$ cat config.mk
export PLATFORM = sky130hd
export DESIGN_NAME = rdc_ctrl
export DESIGN_NICKNAME = d
export VERILOG_FILES = /design/src/hdl/rdc_pkg.sv /design/src/hdl/rdc_ctrl.sv
export SDC_FILE = /design/constraint.sdc
export NUM_CORES = 1
export LEC_CHECK = 0
export BUFFER_PORTS_ARGS = -buffer_cell sky130_fd_sc_hd__buf_2
export CORE_ASPECT_RATIO = 1.4
export CORE_MARGIN = 5
export CORE_UTILIZATION = 40
export DETAILED_ROUTE_END_ITERATION = 6
export PLACE_DENSITY = 0.77
export SETUP_SLACK_MARGIN = 0.05
export SLEW_MARGIN = 20
export SYNTH_ARGS = -nofsm -noshare
export SYNTH_HDL_FRONTEND = slang
export SYNTH_SLANG_ARGS = --single-unit
export TNS_END_PERCENT = 50
$ cat constraint.sdc
create_clock -name i_clk -period 2.4 [get_ports i_clk]
set_clock_uncertainty 0.1 [all_clocks]
set_input_delay 0.36 -clock i_clk [delete_from_list [all_inputs] [get_ports i_clk]]
set_output_delay 0.36 -clock i_clk [all_outputs]
set_load 0.05 [all_outputs]
$ cat src/hdl/rdc_pkg.sv
// shared types and constants for the running duplicate counter
package rdc_pkg;

    localparam int HASH_W  = 32;
    localparam int COUNT_W = 16;
    localparam logic [COUNT_W-1:0] COUNT_MAX = '1;

    // one input item
    typedef struct packed {
        logic [HASH_W-1:0] hash_value;
        logic              restart;
    } t_in_item;

    // one result item
    typedef struct packed {
        logic [COUNT_W-1:0] collision_count;
        logic               was_seen;
        logic               store_overflow;
    } t_out_item;

    // result offered by the controller to the output register
    typedef struct packed {
        logic      valid;
        t_out_item item;
    } t_res_chan;

    // controller states
    typedef enum logic [1:0] {
        S_IDLE,
        S_SCAN,
        S_UPDATE,
        S_DONE
    } t_state;

endpackage

$ cat src/hdl/rdc_ctrl.sv
// search and update sequencer over the store of distinct values
module rdc_ctrl import rdc_pkg::*; #(
    parameter  int STORE_DEPTH = 256,
    localparam int AW = (STORE_DEPTH > 1) ? $clog2(STORE_DEPTH) : 1,
    localparam int UW = $clog2(STORE_DEPTH + 1)
) (
    input  logic              i_clk,
    input  logic              i_rst_n,
    input  logic              i_in_valid,
    output logic              o_in_stall,
    input  t_in_item          i_in_item,
    output logic              o_rd_en,
    output logic [AW-1:0]     o_rd_addr,
    input  logic [HASH_W-1:0] i_rd_data,
    output logic              o_wr_en,
    output logic [AW-1:0]     o_wr_addr,
    output logic [HASH_W-1:0] o_wr_data,
    output t_res_chan         o_res,
    input  logic              i_res_take
);

    t_state             r_state, n_state;
    logic [HASH_W-1:0]  r_hash;
    logic [AW-1:0]      r_idx;
    logic [UW-1:0]      r_used;
    logic [COUNT_W-1:0] r_total;
    logic               r_seen;
    t_out_item          r_res;

    logic [UW-1:0]      used_start;
    logic [UW-1:0]      idx_next;
    logic               hit;
    logic               last;
    logic               room;
    logic [COUNT_W-1:0] n_total;

    // scan helpers
    assign used_start = i_in_item.restart ? '0 : r_used;
    assign idx_next   = UW'(r_idx) + UW'(1);
    assign hit        = (i_rd_data == r_hash);
    assign last       = (idx_next == r_used);
    assign room       = (r_used < UW'(STORE_DEPTH));
    assign n_total    = (r_total == COUNT_MAX) ? r_total : r_total + COUNT_W'(1);

    // next state
    always_comb begin
        n_state = r_state;
        unique case (r_state)
            S_IDLE: begin
                if (i_in_valid) begin
                    n_state = (used_start == '0) ? S_UPDATE : S_SCAN;
                end
            end
            S_SCAN: begin
                if (hit || last) begin
                    n_state = S_UPDATE;
                end
            end
            S_UPDATE: begin
                n_state = S_DONE;
            end
            S_DONE: begin
                if (i_res_take) begin
                    n_state = S_IDLE;
                end
            end
            default: n_state = S_IDLE;
        endcase
    end

    // state outputs
    always_comb begin
        o_in_stall = 1'b1;
        o_rd_en    = 1'b0;
        o_rd_addr  = idx_next[AW-1:0];
        o_wr_en    = 1'b0;
        o_res      = '{valid: 1'b0, item: r_res};
        unique case (r_state)
            S_IDLE: begin
                o_in_stall = 1'b0;
                o_rd_en    = i_in_valid;
                o_rd_addr  = '0;
            end
            S_SCAN: begin
                o_rd_en = 1'b1;
            end
            S_UPDATE: begin
                o_wr_en = !r_seen && room;
            end
            S_DONE: begin
                o_res.valid = 1'b1;
            end
            default: o_in_stall = 1'b1;
        endcase
    end

    assign o_wr_addr = r_used[AW-1:0];
    assign o_wr_data = r_hash;

    // state, fill count and running total
    always_ff @(posedge i_clk) begin
        if (!i_rst_n) begin
            r_state <= S_IDLE;
            r_used  <= '0;
            r_total <= '0;
        end else begin
            r_state <= n_state;
            if (r_state == S_IDLE && i_in_valid && i_in_item.restart) begin
                r_used  <= '0;
                r_total <= '0;
            end
            if (r_state == S_UPDATE) begin
                if (r_seen) begin
                    r_total <= n_total;
                end else if (room) begin
                    r_used <= r_used + UW'(1);
                end
            end
        end
    end

    // item payload, scan index and result
    always_ff @(posedge i_clk) begin
        unique case (r_state)
            S_IDLE: begin
                if (i_in_valid) begin
                    r_hash <= i_in_item.hash_value;
                    r_idx  <= '0;
                    r_seen <= 1'b0;
                end
            end
            S_SCAN: begin
                if (hit) begin
                    r_seen <= 1'b1;
                end else begin
                    r_idx <= r_idx + AW'(1);
                end
            end
            S_UPDATE: begin
                r_res.was_seen        <= r_seen;
                r_res.store_overflow  <= !r_seen && !room;
                r_res.collision_count <= r_seen ? n_total : r_total;
            end
            S_DONE: begin
            end
            default: begin
            end
        endcase
    end

endmodule

### Word level (Yosys, flattened, before mapping)

Index checks and enable logic that the tools add are counted.

* reductions and logical operators: 14
* equality and inequality tests: 11
* add/sub/neg operators: 4
* magnitude comparators: 1
* mux-type cells: 26

Operators with widths (number)
* $mux 16: 5
* $mux 9: 5
* $eq 32x32->1: 1
* $mux 8: 3
* $add 16x1->16 const B: 1
* $eq 16x16->1 const B: 1
* $pmux 8 s2: 1
* $ne 2x2->1 const B: 5
* $add 8x1->9 const B: 1
* $add 9x1->9 const B: 1
* $eq 9x9->1: 1
* $logic_not 9->1: 1
* $lt 9x9->1 const B: 1
* $reduce_and 3->1: 3
* $add 8x1->8 const B: 1
* $mux 2: 4
* $pmux 2 s4: 1
* $mux 1: 5
* $eq 2x2->1 const B: 2
* $logic_and 1x1->1: 4
* $pmux 1 s2: 2
* $eq 2x1->1 const B: 1
* $logic_not 1->1: 2
* $logic_not 2->1: 1
* other kinds (3): 3

* input bits: 69
* bits in registers: 86
* logic and storage cells: 65

### Longest topological paths before layout

* depth after elaboration: 7
* mapped depth: 8
* depth with buffers taken out: 8

### Worst setup path after synthesis

Ideal clock, no wire load.

* path type: register -> register
* start point: register r_state[0]
* end point: register r_used[6]
* cell stages (with the launch flop): 9
* buffers on the path: 0
* arrival: 2701 ps
* setup slack: -515 ps
* path through: dfxtp_1 inv_1 ha_1 inv_1 nor3_2 and3_1 nand4_1 and3_1 o21a_1

* longest elaborated chain between the ends: 7
* elaborated cells on any way between the ends: 8
* those cells by class: eq/ne: 1; mux: 4; reduce/logical: 3

Ends and longest elaborated chain
* start: declaration: line rdc_ctrl.sv:22 `t_state r_state, n_state;`
* start signal: assignment: line rdc_ctrl.sv:107 `r_state <= n_state;`
* $logic_not 2->1: line rdc_ctrl.sv:108 `if (r_state == S_IDLE && i_in_valid && i_in_item.restart) begin`
* $logic_and 1x1->1 (2 in a row): line rdc_ctrl.sv:108
* $mux 9: line rdc_ctrl.sv:108
* $mux 9: line rdc_ctrl.sv:115 `end else if (room) begin`
* $mux 9: line rdc_ctrl.sv:113 `if (r_seen) begin`
* $mux 9 (*): line rdc_ctrl.sv:112 `if (r_state == S_UPDATE) begin`
* end signal: assignment: line rdc_ctrl.sv:116 `r_used <= r_used + UW'(1);`
* end: declaration: line rdc_ctrl.sv:25 `logic [UW-1:0] r_used;`

Every way passes the cells marked *; elsewhere a longest branch is shown, timed or not.
A chain may end at the register's enable or synchronous reset.

### Final worst setup path

* start point: register r_state[1]
* end point: output o_rd_en

* longest elaborated chain between the ends: 2
* elaborated cells on any way between the ends: 3
* those cells by class: eq/ne: 1; mux: 1; reduce/logical: 1

Ends and longest elaborated chain
* $eq 2x1->1 / $logic_not 2->1 (equally long branches): line rdc_ctrl.sv:78 `unique case (r_state)`
* $pmux 1 s2 (*): line rdc_ctrl.sv:78
* end: declaration: line rdc_ctrl.sv:12 `output logic o_rd_en,`

Marked as above.

==> metrics.md <==
| Metric | Value |
|---|---|
| Die width | 98.4 um |
| Overall Power | 6.18 mW |
| Final Hold Vio Count | 0 |
| Startpoint Class | flop |
| First drt pass iteration count | 4 |
| Fin area | 5600 sq um |
| Final Util | 0.518 |
| EDFF count, synth | 59 |
| Net Count, Synth | 471 |
| Final Worst Setup Slack | 199 ps |
| Fillers | 988 |
| Slew @ Worst Pin | 461 ps |
| Dpl cells | 667 |
| 1st-iter DRT viols | 124 |
| Warnings from Yosys | 0 |
| Worst Hold Class | input port to flop |
| Simple-Gate Fraction of Synth Area | 0.185 |
| Min Tclk post-route | 2200 ps |
| Required time worst endpoint | 1940 ps |
| Pwr Density | 1110 nW/um^2 |
| Yosys cell types | 54 |
| IO Pins | 139 |
| Mux cell area share after synthesis | 0.0243 |
| Worst-path cell chain | inv_1 -> ha_1 -> buf_4 -> or2_2 -> buf_2 |
| Post-route clock period utilization | 0.917 |
| Switching pwr | 2.59 mW |
| Clk sink count | 86 |
| DP Wirelength | 8350 um |
| Via-per-instance ratio | 5.04 |
| Final #Nets | 613 |
| Detail Route Antenna Nets | 0 |
| Ant. Diodes | 0 |
| # Post-CTS Setup Buffers | 0 |
| Initial Util | 0.405 |
| Switching share of power | 0.419 |
| Area of the core | 10800 sq um |
| Avg Cell Area, Syn | 11.1 sq um |
| Via count | 3441 |
| Maximum vdd drop | 0.000763 V |
| Complex-gate fraction of the synthesized area | 0.0765 |
| Final Max Tran Viols | 0 |
| Final Wtd Congestion | 0.887 |
| I/O Buffers | 138 |
| Non-Filler Instances | 683 |
| Pin count of the biggest net entering global routing | 35 |
| Number of remaining DRC errors | 0 |
| CTS clk-pin slew, worst paths | 60 ps |
| Worst slew margin | 0.693 |
| Worst-case clock buffer depth | 2 |
| Cell Area, Placed | 5250 sq um |
| Max cap viols | 0 |
| Clock share of power | 0.239 |
| Gate power share | 0.405 |
| Synth async-reset ratio | 0 |
| Setup crit end kind | output pin |
| Total Wirelength | 10700 um |
| Congestion Overflow GR | 0 |
| Top FF cell, synth | edfxtp_1 |
| Die area | 13200 sq um |
| Arr. time, crit path | 1740 ps |
| Growth of design area from synthesis to finish | 27.7% |
| Post-Synth XOR/XNOR Area | 0.131 |
| CTS tree | built |
| Flops & latches, synth | 86 |
| Vias in the first global route | 3553 |
| Sequential share of power | 0.356 |
| Fmax | 454 MHz |
| Setup_tns | 0 ps |
| Pint | 3.59 mW |
| Clk Tree Root Cell | clkbuf_16 |
| Num CTS Buffers | 9 |
| Worst Hold Margin | 98.4 ps |
| H-tree depth | 3 |
| Antenna violations before repair | 0 |
| CP max stage cell | dfxtp_1 |
| Clock latency on the worst-skew pair | 330 ps |
| Final setup fails | 0 |
| First-pass GRT wire length | 16900 um |
| CP Class | flop to output pin |
| Status | finished clean |
| Layout cells sized above 1 | 0.356 |
| FP Rows | 45 |
| Post-DR wirelength/cell | 15.6 um |
| Combinational family with the most area after synthesis | simple AND/OR/NAND/NOR gates |
| Synth Instances | 395 |
| Crit Path Max Fanout | 11 |
| Mapped Area | 4380 sq um |
| Critical path buffers and inverters | 3 |
| Register area share after synthesis | 0.528 |
| Chip Height | 134 um |
| Delay-heaviest family, CP | buffers and inverters |
| Post-Place Setup Slack | -31.6 ps |
| RSZ-0062 raised after global routing | false |
| Post-Synth Adder-Cell Area | 0.0200 |
| Max incr delay on CP | 410 ps |
| Gr usage total | 0.161 |
| Leakage | 2.32 nW |
[power groups by stage]
stage,Combinational (mW),Clock [mW],Sequential (mW)
3_5_place_dp,2.48,0,2.23
4_1_cts,2.50,1.52,2.20
2_1_floorplan,1.17,0,2.90
3_3_place_gp,2.45,0,2.21
6_report,2.50,1.48,2.20
5_1_grt,2.67,1.58,2.24
[layer usage]
layer	GRT usage	vias up	wire length, um
li1	-	1694	-
met1	0.171	1633	4070
met2	0.305	91	5900
met3	0.0286	23	404
met4	0.0714	0	283
met5	0	-	0
[area by class of cell]
type | count | area (sq um) | share of cell area
Clock buffer | 9 | 225 | 0.0403
Clock inverter | 7 | 96.3 | 0.0172
Inverter | 10 | 37.5 | 0.00671
Multi-Input combinational cell | 279 | 1960 | 0.350
Sequential cell | 86 | 2310 | 0.413
Tap cell | 141 | 176 | 0.0315
Timing Repair Buffer | 151 | 791 | 0.141
[sequential cells by signal, indices dropped and copies added, names as in the netlist]
register	flops
o_res	18
r_seen	1
r_total	16
r_idx	8
o_wr_data	32
r_used	9
r_state	2
[Yosys cell counts, types with 3 or more instances]
cell type	number	share of area
edfxtp_1	59	0.40
xor2_1	42	0.084
nand2_1	28	0.024
dfxtp_1	27	0.12
nor2_1	27	0.023
xnor2_1	18	0.036
nand3_1	17	0.019
nor2b_1	17	0.024
a21oi_1	14	0.016
o21ai_0	13	0.015
nor4_1	11	0.016
inv_1	10	0.0086
and3_1	8	0.011
buf_4	8	0.014
nand4_1	8	0.011
ha_1	7	0.020
clkbuf_1	6	0.0051
nor3_1	6	0.0069
and2_1	5	0.0071
mux2_2	5	0.013
mux2i_1	5	0.011
a22oi_1	4	0.0069
o211ai_1	4	0.0069
o21a_1	4	0.0069
a21boi_0	3	0.0051
buf_2	3	0.0034
nor3_2	3	0.0069
or3_1	3	0.0043
[logic make-up after synthesis]
family,Yosys count
AO/OA/AOI/OAI,51
adder cells (fa/ha/maj),7
AND/OR/NAND/NOR,149
multiplexers,10
buffers and inverters,30
flip-flops,86
XOR/XNOR,62
[repair_timing]
action | in CTS | in global routing
setup endpoints to repair | 9 | 13
resized for setup | 1 | 7
hold buffers | 0 | 0
hold endpoints to repair | 0 | 0
pin swaps | 0 | 1
[path summary, 6_finish.rpt]
kind / startpoint / cells after the start / end / slack (ps)
max: r_state[1] / 5 / o_rd_en / 200
min: i_in_item[3] / 1 / o_wr_data[2] / 100
max reg2reg: o_wr_data[23] / 6 / r_state[1] / 230
min reg2reg: r_state[0] / 2 / r_state[0] / 410
[cell usage in the layout (no fill, tap or decap), types with 2 or more instances in the layout]
| cell | instances |
|---|---|
| a21boi_0 | 3 |
| a21oi_1 | 13 |
| a22oi_1 | 4 |
| and2_1 | 5 |
| and3_1 | 8 |
| and3b_1 | 2 |
| and4_1 | 2 |
| buf_2 | 137 |
| buf_4 | 14 |
| bufinv_16 | 2 |
| clkbuf_16 | 9 |
| clkinvlp_4 | 3 |
| dfxtp_1 | 27 |
| edfxtp_1 | 59 |
| ha_1 | 5 |
| inv_1 | 10 |
| mux2_2 | 5 |
| mux2i_1 | 5 |
| nand2_1 | 28 |
| nand2b_1 | 2 |
| nand3_1 | 16 |
| nand3_2 | 2 |
| nand4_1 | 8 |
| nor2_1 | 26 |
| nor2_2 | 2 |
| nor2b_1 | 17 |
| nor3_1 | 6 |
| nor3_2 | 2 |
| nor4_1 | 10 |
| o211ai_1 | 4 |
| o21a_1 | 4 |
| o21ai_0 | 13 |
| or2_2 | 2 |
| or3_1 | 3 |
| xnor2_1 | 18 |
| xor2_1 | 42 |
No activity file was read; power rests on OpenSTA's default activity.
